## src/rtl/quadrature_encoder_speed_meter_assert.svh

```systemverilog
// ----------------------------------------------------------------------------
// Quadrature encoder speed meter assertion macros
// Shared assertion forms for the controller and datapath modules.
// ----------------------------------------------------------------------------
`ifndef QUADRATURE_ENCODER_SPEED_METER_ASSERT_SVH
`define QUADRATURE_ENCODER_SPEED_METER_ASSERT_SVH

// Check that cons holds in the same cycle as ante.
`define QESM_ASSERT_SAME(lbl, clk, rst, ante, cons, msg) \
   lbl: assert property (@(posedge clk) disable iff (rst) (ante) |-> (cons)) else $error(msg);

// Check that cons holds in the cycle after ante.
`define QESM_ASSERT_NEXT(lbl, clk, rst, ante, cons, msg) \
   lbl: assert property (@(posedge clk) disable iff (rst) (ante) |=> (cons)) else $error(msg);

`endif

```

## src/rtl/qesm_pkg.sv

```systemverilog
// ----------------------------------------------------------------------------
// Quadrature encoder speed meter package
// Shared constants, command and status types and saturation helpers.
// ----------------------------------------------------------------------------
package qesm_pkg;

   // Default channel count
   localparam int NUM_ENCODERS_DEF = 2;

   // Register file
   localparam int CSR_INDEX_W = 2;
   localparam int CSR_DATA_W  = 16;
   localparam logic [CSR_INDEX_W-1:0] CSR_RATE_SCALE     = 2'd0;
   localparam logic [CSR_INDEX_W-1:0] CSR_SPEED_SCALE    = 2'd1;
   localparam logic [CSR_INDEX_W-1:0] CSR_DISTANCE_SCALE = 2'd2;

   localparam logic [CSR_DATA_W-1:0] RATE_SCALE_RST     = 16'd3001;
   localparam logic [CSR_DATA_W-1:0] SPEED_SCALE_RST    = 16'd5469;
   localparam logic [CSR_DATA_W-1:0] DISTANCE_SCALE_RST = 16'd4456;

   // Field widths
   localparam int CHAN_W  = 3;
   localparam int COUNT_W = 16;
   localparam int RATE_W  = 32;
   localparam int SUM_W   = 48;
   localparam int PROD_W  = 49;
   localparam int REQ_DATA_W = 8;
   localparam int RSP_DATA_W = 168;

   // Shared multiplier operand select
   typedef enum logic [1:0] {
      MUL_NONE,
      MUL_COUNT,
      MUL_SPEED,
      MUL_DIST
   } mul_sel_type;

   // Controller to datapath commands
   typedef struct packed {
      logic        edge_apply;
      mul_sel_type mul_sel;
      logic        cap_rate;
      logic        cap_speed;
      logic        commit;
   } cmd_type;

   // Datapath to controller status
   typedef struct packed {
      logic out_free;
   } status_type;

   // Clamp a 49-bit signed value to 48 bits
   function automatic logic signed [SUM_W-1:0] sat_48(input logic signed [PROD_W-1:0] v);
      logic signed [SUM_W-1:0] r;
      if (v[PROD_W-1] != v[SUM_W-1]) begin
         r = v[PROD_W-1] ? {1'b1, {(SUM_W-1){1'b0}}} : {1'b0, {(SUM_W-1){1'b1}}};
      end else begin
         r = v[SUM_W-1:0];
      end
      return r;
   endfunction

   // Clamp a 49-bit signed value to 32 bits
   function automatic logic signed [RATE_W-1:0] sat_32(input logic signed [PROD_W-1:0] v);
      logic signed [RATE_W-1:0] r;
      if ((&v[PROD_W-1:RATE_W-1]) || !(|v[PROD_W-1:RATE_W-1])) begin
         r = v[RATE_W-1:0];
      end else begin
         r = v[PROD_W-1] ? {1'b1, {(RATE_W-1){1'b0}}} : {1'b0, {(RATE_W-1){1'b1}}};
      end
      return r;
   endfunction

endpackage

```

## src/rtl/quadrature_encoder_speed_meter.sv

```systemverilog
// ----------------------------------------------------------------------------
// Quadrature encoder speed meter
// Multi-channel 2x quadrature counter with per-period rate, speed,
// revolution and distance accumulation in fixed point.
// ----------------------------------------------------------------------------
// Channel   Dir  Handshake          Payload
// req       in   req_tvalid/tready  tdata: channel, edges, levels; tuser: kind
// rsp       out  rsp_tvalid/tready  tdata: channel, rate, speed, sums; tlast
// csr       in   csr_we             csr_index, csr_wdata
//
// An edge event is applied in the cycle it is accepted. A period tick walks
// every channel through the MUL_COUNT, MUL_SPEED, MUL_DIST and WRITE states,
// using one shared 32x17 multiplier three times per channel plus a write-back
// state. The input is not taken during a walk. A stalled result holds the walk
// in its write-back state. Reset is synchronous; it clears counts and sums and
// loads the default scales.
// ----------------------------------------------------------------------------
module quadrature_encoder_speed_meter #(
   parameter int NUM_ENCODERS = qesm_pkg::NUM_ENCODERS_DEF
) (
   input  logic                                clock,
   input  logic                                reset,
   // bits: [2:0] channel, [3] a_rose, [4] b_rose, [5] a_level, [6] b_level
   input  logic [qesm_pkg::REQ_DATA_W-1:0]     req_tdata,
   // bits: [0] kind
   input  logic                                req_tuser,
   input  logic                                req_tvalid,
   output logic                                req_tready,
   // bits: [2:0] out_channel, [34:3] rev_rate, [66:35] speed_cms,
   //       [114:67] rev_total, [162:115] distance_m
   output logic [qesm_pkg::RSP_DATA_W-1:0]     rsp_tdata,
   output logic                                rsp_tlast,
   output logic                                rsp_tvalid,
   input  logic                                rsp_tready,
   input  logic                                csr_we,
   input  logic [qesm_pkg::CSR_INDEX_W-1:0]    csr_index,
   input  logic [qesm_pkg::CSR_DATA_W-1:0]     csr_wdata
);

   localparam int IDX_W = (NUM_ENCODERS > 1) ? $clog2(NUM_ENCODERS) : 1;

   qesm_pkg::cmd_type    cmd;
   qesm_pkg::status_type status;
   logic [IDX_W-1:0]     walk_idx;
   logic                 walk_last;

   qesm_ctrl #(
      .NUM_ENCODERS (NUM_ENCODERS),
      .IDX_W        (IDX_W)
   ) u_ctrl (
      .clock      (clock),
      .reset      (reset),
      .req_tvalid (req_tvalid),
      .req_tready (req_tready),
      .req_kind   (req_tuser),
      .status     (status),
      .cmd        (cmd),
      .walk_idx   (walk_idx),
      .walk_last  (walk_last)
   );

   qesm_dp #(
      .NUM_ENCODERS (NUM_ENCODERS),
      .IDX_W        (IDX_W)
   ) u_dp (
      .clock        (clock),
      .reset        (reset),
      .cmd          (cmd),
      .status       (status),
      .walk_idx     (walk_idx),
      .walk_last    (walk_last),
      .edge_channel (req_tdata[2:0]),
      .a_rose       (req_tdata[3]),
      .b_rose       (req_tdata[4]),
      .a_level      (req_tdata[5]),
      .b_level      (req_tdata[6]),
      .csr_we       (csr_we),
      .csr_index    (csr_index),
      .csr_wdata    (csr_wdata),
      .rsp_tvalid   (rsp_tvalid),
      .rsp_tready   (rsp_tready),
      .rsp_tdata    (rsp_tdata),
      .rsp_tlast    (rsp_tlast)
   );

endmodule

```

## src/rtl/qesm_ctrl.sv

```systemverilog
// ----------------------------------------------------------------------------
// Quadrature encoder speed meter controller
// Sequences the tick walk over channels through the shared multiplier.
// ----------------------------------------------------------------------------
`include "quadrature_encoder_speed_meter_assert.svh"

module qesm_ctrl #(
   parameter int NUM_ENCODERS = qesm_pkg::NUM_ENCODERS_DEF,
   parameter int IDX_W        = 1
) (
   input  logic                 clock,
   input  logic                 reset,
   input  logic                 req_tvalid,
   output logic                 req_tready,
   input  logic                 req_kind,
   input  qesm_pkg::status_type status,
   output qesm_pkg::cmd_type    cmd,
   output logic [IDX_W-1:0]     walk_idx,
   output logic                 walk_last
);

   typedef enum logic [2:0] {
      ST_IDLE,
      ST_MUL_COUNT,
      ST_MUL_SPEED,
      ST_MUL_DIST,
      ST_WRITE
   } state_type;

   state_type        state_ff, state_in;
   logic [IDX_W-1:0] idx_ff, idx_in;
   logic             accept;

   assign req_tready = (state_ff == ST_IDLE);
   assign accept     = req_tvalid && req_tready;
   assign walk_idx   = idx_ff;
   assign walk_last  = (idx_ff == IDX_W'(NUM_ENCODERS - 1));

   // Decode commands and next state
   always_comb begin
      state_in       = state_ff;
      idx_in         = idx_ff;
      cmd.edge_apply = 1'b0;
      cmd.mul_sel    = qesm_pkg::MUL_NONE;
      cmd.cap_rate   = 1'b0;
      cmd.cap_speed  = 1'b0;
      cmd.commit     = 1'b0;
      case (state_ff)
         ST_IDLE: begin
            if (accept) begin
               if (req_kind) begin
                  state_in = ST_MUL_COUNT;
                  idx_in   = '0;
               end else begin
                  cmd.edge_apply = 1'b1;
               end
            end
         end
         ST_MUL_COUNT: begin
            cmd.mul_sel = qesm_pkg::MUL_COUNT;
            state_in    = ST_MUL_SPEED;
         end
         ST_MUL_SPEED: begin
            cmd.mul_sel  = qesm_pkg::MUL_SPEED;
            cmd.cap_rate = 1'b1;
            state_in     = ST_MUL_DIST;
         end
         ST_MUL_DIST: begin
            cmd.mul_sel   = qesm_pkg::MUL_DIST;
            cmd.cap_speed = 1'b1;
            state_in      = ST_WRITE;
         end
         ST_WRITE: begin
            // Hold until the output register can take the beat
            if (status.out_free) begin
               cmd.commit = 1'b1;
               if (walk_last) begin
                  state_in = ST_IDLE;
               end else begin
                  state_in = ST_MUL_COUNT;
                  idx_in   = idx_ff + 1'b1;
               end
            end
         end
         default: begin
            state_in = ST_IDLE;
         end
      endcase
   end

   always_ff @(posedge clock) begin
      if (reset) begin
         state_ff <= ST_IDLE;
         idx_ff   <= '0;
      end else begin
         state_ff <= state_in;
         idx_ff   <= idx_in;
      end
   end

   `QESM_ASSERT_SAME(a_commit_needs_slot, clock, reset, cmd.commit, status.out_free, "commit without free output slot")
   `QESM_ASSERT_NEXT(a_last_commit_idle, clock, reset, cmd.commit && walk_last, req_tready, "walk did not end after final channel")

endmodule

```

## src/rtl/qesm_dp.sv

```systemverilog
// ----------------------------------------------------------------------------
// Quadrature encoder speed meter datapath
// Channel state, configuration registers, shared multiplier and output stage.
// ----------------------------------------------------------------------------
`include "quadrature_encoder_speed_meter_assert.svh"

module qesm_dp #(
   parameter int NUM_ENCODERS = qesm_pkg::NUM_ENCODERS_DEF,
   parameter int IDX_W        = 1
) (
   input  logic                                     clock,
   input  logic                                     reset,
   input  qesm_pkg::cmd_type                        cmd,
   output qesm_pkg::status_type                     status,
   input  logic [IDX_W-1:0]                         walk_idx,
   input  logic                                     walk_last,
   input  logic [qesm_pkg::CHAN_W-1:0]              edge_channel,
   input  logic                                     a_rose,
   input  logic                                     b_rose,
   input  logic                                     a_level,
   input  logic                                     b_level,
   input  logic                                     csr_we,
   input  logic [qesm_pkg::CSR_INDEX_W-1:0]         csr_index,
   input  logic [qesm_pkg::CSR_DATA_W-1:0]          csr_wdata,
   output logic                                     rsp_tvalid,
   input  logic                                     rsp_tready,
   output logic [qesm_pkg::RSP_DATA_W-1:0]          rsp_tdata,
   output logic                                     rsp_tlast
);

   localparam int CW = qesm_pkg::COUNT_W;
   localparam int RW = qesm_pkg::RATE_W;
   localparam int SW = qesm_pkg::SUM_W;
   localparam int PW = qesm_pkg::PROD_W;
   localparam int DW = qesm_pkg::CSR_DATA_W;

   // Configuration registers
   logic [DW-1:0] rate_scale_ff, speed_scale_ff, distance_scale_ff;

   // Channel state
   logic signed [CW-1:0] pulse_count_ff [NUM_ENCODERS];
   logic signed [SW-1:0] rev_sum_ff     [NUM_ENCODERS];
   logic signed [SW-1:0] distance_sum_ff[NUM_ENCODERS];

   // Work registers
   logic signed [PW-1:0] prod_ff;
   logic signed [RW-1:0] rate_ff;
   logic signed [RW-1:0] speed_ff;
   logic signed [SW-1:0] rev_new_ff;

   // Output register
   logic                           out_valid_ff;
   logic [qesm_pkg::RSP_DATA_W-1:0] out_data_ff;
   logic                           out_last_ff;

   logic                 edge_hit;
   logic [IDX_W-1:0]     edge_idx;
   logic signed [CW:0]   count_sum;
   logic signed [CW-1:0] count_in;
   logic signed [1:0]    delta;
   logic signed [RW-1:0] mul_a;
   logic signed [DW:0]   mul_b;
   logic signed [PW-1:0] prod_in;
   logic signed [PW-1:0] speed_rnd;
   logic signed [PW-1:0] step_rnd;
   logic signed [PW-1:0] rev_acc;
   logic signed [PW-1:0] dist_acc;
   logic signed [SW-1:0] dist_new;
   logic [qesm_pkg::CHAN_W-1:0] out_chan;

   // Configuration writes
   always_ff @(posedge clock) begin
      if (reset) begin
         rate_scale_ff     <= qesm_pkg::RATE_SCALE_RST;
         speed_scale_ff    <= qesm_pkg::SPEED_SCALE_RST;
         distance_scale_ff <= qesm_pkg::DISTANCE_SCALE_RST;
      end else if (csr_we) begin
         case (csr_index)
            qesm_pkg::CSR_RATE_SCALE:     rate_scale_ff     <= csr_wdata;
            qesm_pkg::CSR_SPEED_SCALE:    speed_scale_ff    <= csr_wdata;
            qesm_pkg::CSR_DISTANCE_SCALE: distance_scale_ff <= csr_wdata;
            default: begin
            end
         endcase
      end
   end

   // Edge decode: A wins when both rose
   always_comb begin
      if (a_rose) begin
         delta = b_level ? -2'sd1 : 2'sd1;
      end else if (b_rose) begin
         delta = a_level ? 2'sd1 : -2'sd1;
      end else begin
         delta = 2'sd0;
      end
   end

   assign edge_hit  = ({1'b0, edge_channel} < (qesm_pkg::CHAN_W + 1)'(NUM_ENCODERS));
   assign edge_idx  = IDX_W'(edge_channel);
   assign count_sum = {pulse_count_ff[edge_idx][CW-1], pulse_count_ff[edge_idx]}
                      + (CW + 1)'(delta);

   // Saturate the count at the 16-bit signed range
   always_comb begin
      if (count_sum[CW] != count_sum[CW-1]) begin
         count_in = count_sum[CW] ? {1'b1, {(CW-1){1'b0}}} : {1'b0, {(CW-1){1'b1}}};
      end else begin
         count_in = count_sum[CW-1:0];
      end
   end

   // Shared multiplier operands
   always_comb begin
      case (cmd.mul_sel)
         qesm_pkg::MUL_COUNT: begin
            mul_a = RW'(pulse_count_ff[walk_idx]);
            mul_b = {1'b0, rate_scale_ff};
         end
         qesm_pkg::MUL_SPEED: begin
            mul_a = prod_ff[RW-1:0];
            mul_b = {1'b0, speed_scale_ff};
         end
         qesm_pkg::MUL_DIST: begin
            mul_a = rate_ff;
            mul_b = {1'b0, distance_scale_ff};
         end
         default: begin
            mul_a = '0;
            mul_b = '0;
         end
      endcase
   end

   assign prod_in = PW'(mul_a * mul_b);

   // Round half up, then shift
   assign speed_rnd = (prod_ff + PW'(128)) >>> 8;
   assign step_rnd  = (prod_ff + PW'(32768)) >>> 16;
   assign rev_acc   = PW'(rev_sum_ff[walk_idx]) + PW'(rate_ff);
   assign dist_acc  = PW'(distance_sum_ff[walk_idx]) + step_rnd;
   assign dist_new  = qesm_pkg::sat_48(dist_acc);
   assign out_chan  = qesm_pkg::CHAN_W'(walk_idx);

   // Multiplier and intermediate results
   always_ff @(posedge clock) begin
      if (cmd.mul_sel != qesm_pkg::MUL_NONE) begin
         prod_ff <= prod_in;
      end
      if (cmd.cap_rate) begin
         rate_ff <= prod_ff[RW-1:0];
      end
      if (cmd.cap_speed) begin
         speed_ff   <= qesm_pkg::sat_32(speed_rnd);
         rev_new_ff <= qesm_pkg::sat_48(rev_acc);
      end
   end

   // Channel state updates
   always_ff @(posedge clock) begin
      if (reset) begin
         for (int i = 0; i < NUM_ENCODERS; i++) begin
            pulse_count_ff[i]  <= '0;
            rev_sum_ff[i]      <= '0;
            distance_sum_ff[i] <= '0;
         end
      end else if (cmd.edge_apply && edge_hit) begin
         pulse_count_ff[edge_idx] <= count_in;
      end else if (cmd.commit) begin
         pulse_count_ff[walk_idx]  <= '0;
         rev_sum_ff[walk_idx]      <= rev_new_ff;
         distance_sum_ff[walk_idx] <= dist_new;
      end
   end

   // Output register: load on commit, drop when taken
   always_ff @(posedge clock) begin
      if (reset) begin
         out_valid_ff <= 1'b0;
      end else if (cmd.commit) begin
         out_valid_ff <= 1'b1;
      end else if (rsp_tready) begin
         out_valid_ff <= 1'b0;
      end
   end

   always_ff @(posedge clock) begin
      if (cmd.commit) begin
         out_data_ff <= {5'd0, dist_new, rev_new_ff, speed_ff, rate_ff, out_chan};
         out_last_ff <= walk_last;
      end
   end

   assign status.out_free = !out_valid_ff || rsp_tready;
   assign rsp_tvalid      = out_valid_ff;
   assign rsp_tdata       = out_data_ff;
   assign rsp_tlast       = out_last_ff;

   `QESM_ASSERT_NEXT(a_commit_shows_beat, clock, reset, cmd.commit, out_valid_ff, "committed result not presented")
   `QESM_ASSERT_SAME(a_no_edge_in_walk, clock, reset, cmd.edge_apply, cmd.mul_sel == qesm_pkg::MUL_NONE && !cmd.commit, "edge applied during channel walk")

endmodule
```

## config.mk

```make
export PLATFORM = sky130hd
export DESIGN_NAME = quadrature_encoder_speed_meter
export DESIGN_NICKNAME = d
export VERILOG_FILES = /design/src/rtl/qesm_pkg.sv /design/src/rtl/quadrature_encoder_speed_meter.sv /design/src/rtl/qesm_ctrl.sv /design/src/rtl/qesm_dp.sv
export VERILOG_INCLUDE_DIRS = /design/src /design/src/rtl
export SDC_FILE = /design/constraint.sdc
export NUM_CORES = 2
export LEC_CHECK = 0
export ABC_AREA = 1
export BUFFER_PORTS_ARGS = -buffer_cell sky130_fd_sc_hd__buf_2
export CORE_MARGIN = 8
export CORE_UTILIZATION = 50
export CTS_BUF_LIST = sky130_fd_sc_hd__clkbuf_2
export DETAILED_ROUTE_END_ITERATION = 12
export PLACE_DENSITY_LB_ADDON = 0.25
export SYNTH_ARGS = -nofsm -noshare
export SYNTH_HDL_FRONTEND = slang
export SYNTH_SLANG_ARGS = --single-unit
```

## constraint.sdc

```tcl
create_clock -name clock -period 17.9 [get_ports clock]
set_input_delay 1.79 -clock clock [delete_from_list [all_inputs] [get_ports clock]]
set_output_delay 1.79 -clock clock [all_outputs]
set_load 0.05 [all_outputs]
```

==> summary.txt <==
R2r setup slk - 8720 ps
Vias in the first global route - 42,200
Initial drt markers - 2,964
Worst skew pair latency - 1380 ps
Relative slew slack - 0.138
Initial antenna violation count - 6
Clock sinks - 600
Cell-internal power - 2.75 mW
Clock skew - 131 ps
Main synth FF type - edfxtp_1
Max-cap violations - 0
HP Class - reg2reg
Async SR Flop Fraction - 0
DP Wirelength - 117,000 microns
Yosys reg bits - 600
Final period utilization - 0.513
Drt via density - 5.25
Critical path endpoint category - register
WS Path Type - reg2reg
Post-Place Cells - 7,692
Gr usage total - 0.263
Net switching power - 2.24 mW
Syn-to-layout area delta - 7.27%
Most common cell after layout, fill and taps aside - nand2_1
# DRC - 0
CTS Hold Buffers Added - 0
Most frequent cells in the layout - nand2_1, inv_1, nor2_1
Row count - 118
Pwr dens - 90.0 nW/um^2
Max Fclk - 109 MHz
Clock Path Buffers - 3
Reg power frac - 0.361
Register area - 17,500 sq um
H-tree depth - 4
Slowest-stage cell, CP - buf_4
YS warnings - 0
R2r endpoint - u_dp.prod_ff[42]
First-pass GRT wire length - 233,000 microns
Top-level I/O count - 203
Final net count - 7,219
Cell mode on critical path - fa_1
Critical Path End - u_dp.prod_ff[42]
Crit-path max FO - 71
Switching share of power - 0.449
Combinational Power Share - 0.443
Final max-slew violation count - 0
CTS tree - yes
Synth Cell Area - 51,700 sq um
R2r worst-path depth - 26
Critical Path AT - 10,190 ps
GPL Wtd Cong - 0.963
Clock share of power - 0.196
Leak pwr - 26.8 nW
Max incr delay on CP - 820 ps
TNS Setup - 0 ps
Share of post-route cells with drive strength above 1 - 0.0918
Area of the multi-input gates - 29,100 sq um
Routed wl met2 - 72,200 microns
TritonRoute pass-1 iters - 6
Synth Instances - 6,241
Largest net degree at the start of global routing - 72
Hold Vio Cnt, Final - 0
Critical Path Start - u_ctrl.state_ff[2]
Highest Signal Layer - met4
Post-synth cell types - 56
Total CTS buffers - 150
Via count - 41,800
Post_cts resized - 0
Post-synthesis sequential area ratio - 0.338
Final setup viols - 0
Data required, critical path - 18,910 ps
Outcome - complete, no violations
Non-filler cells, final - 7,964
Routed len/inst - 18.8 microns
Die W - 338 microns
Clock slew at reported path FFs - 110 ps
Peak supply drop - 0.0653 mV
Post-synth EDFFs - 546
Setup bufs post-CTS - 0
DRT antenna net count - 0
Core area - 103,000 sq um
Final design area excluding fillers - 55,500 sq um
Die Ht - 338 microns
Final WL - 150,000 microns
Total gr overflow - 0
Syn Area/Cell - 8.29 sq um
Unrepaired setup endpoints after global routing - false
Port bufs - 194
Initial Util - 0.502
Critical Path Source Type - register
Clk root buf - clkbuf_2
Placed Area - 54,000 sq um
Met3 Wirelength - 10,900 microns
Reg-to-reg startpoint - u_ctrl.state_ff[2]
DRT met1 WL - 62,100 microns
Fillers - 9,956
Die Area - 114,000 sq um
Tmin final - 9180 ps
Worst-Margin Slew - 1290 ps
==> flip-flops by register name, summed over array words and instances (netlist names), 32 cells and up, named ones only <==
| signal | cells |
|---|---|
| u_dp.distance_sum_ff | 96 |
| u_dp.prod_ff | 49 |
| u_dp.pulse_count_ff | 32 |
| u_dp.rate_ff | 32 |
| u_dp.rev_new_ff | 48 |
| u_dp.rev_sum_ff | 96 |
| u_dp.rsp_tdata | 161 |
| u_dp.speed_ff | 32 |
==> power by group through the flow <==
stage | Clock (mW) | Sequential [mW] | Combinational (mW)
finish | 0.979 | 1.80 | 2.21
CTS | 1.01 | 1.80 | 2.20
floorplan | 0 | 1.80 | 1.55
detailed placement | 0 | 1.83 | 2.19
global route | 1.07 | 1.81 | 2.46
global placement | 0 | 1.83 | 2.16
==> Yosys cell counts, types with 87 or more instances <==
| library cell | n | area [sq um] |
|---|---|---|
| inv_1 | 1144 | 4290 |
| o21ai_0 | 142 | 711 |
| nor2_1 | 757 | 2840 |
| fa_1 | 492 | 9850 |
| nand3_1 | 190 | 951 |
| nand2_1 | 1659 | 6230 |
| ha_1 | 231 | 2890 |
| clkbuf_1 | 87 | 327 |
| edfxtp_1 | 546 | 16400 |
| a21oi_1 | 294 | 1470 |
| xor2_1 | 134 | 1170 |
==> critical path: cells and delay by family, from the launching register on <==
family | cells | cell delay (ps)
flip-flops | 1 | 390
adder cells (fa/ha/maj) | 7 | 3620
AO/OA/AOI/OAI | 2 | 630
AND/OR/NAND/NOR | 8 | 1730
XOR/XNOR | 1 | 90
buffers and inverters | 8 | 2310
==> kinds of logic (layout without fill, tap and decap cells) <==
family / Yosys count / in the layout / share of synthesized area
simple gates: 2799 / 2799 / 0.218
buf+inv: 1351 / 1685 / 0.102
fa+ha+maj: 723 / 723 / 0.246
flops: 600 / 600 / 0.338
compound gates: 578 / 578 / 0.0644
xor+xnor: 188 / 188 / 0.0318
other cells: 1 / 10 / 0.0000725
mux: 1 / 1 / 0.000218
==> per-stage QoR <==
stage	total power [mW]	hold WS [ps]	setup slack, ps	utilization
floorplan	3.34	400	5430	-
global placement	3.99	401	8800	0.524
detailed placement	4.02	405	8790	0.524
CTS	5.00	406	8690	0.539
global route	5.34	415	8130	0.539
finish	5.00	403	8720	0.539
==> per-layer routing <==
metal,global-route usage,vias to the layer above
met5,0,-
met4,0.0905,0
met3,0.0434,252
met2,0.450,1479
met1,0.339,20200
li1,-,19900
==> worst min-delay path by stage <==
| stage | to | start | cells past startpoint |
|---|---|---|---|
| final | u_dp.rsp_tdata[105] | u_dp.rev_new_ff[38] | 0 |
| after floorplan | u_dp.rsp_tdata[35] | u_dp.speed_ff[0] | 0 |
| after global routing | u_dp.rsp_tdata[58] | u_dp.speed_ff[23] | 0 |
| after detailed placement | u_dp.rsp_tdata[54] | u_dp.speed_ff[19] | 0 |
| after CTS | u_dp.rsp_tdata[40] | u_dp.speed_ff[5] | 0 |
| after global placement | u_dp.rsp_tdata[50] | u_dp.speed_ff[15] | 0 |
==> final cells by class <==
| type | count | share of cell area |
|---|---|---|
| multi-input cells | 4296 | 0.524 |
| flip-flops and latches | 600 | 0.315 |
| inverters | 1173 | 0.0794 |
| well taps | 1380 | 0.0311 |
| repair buffers | 243 | 0.0241 |
| clock buffers | 222 | 0.0200 |
| clock inverters | 47 | 0.00629 |
| diodes | 3 | 0.000135 |
(Power assumes the default switching activity.)
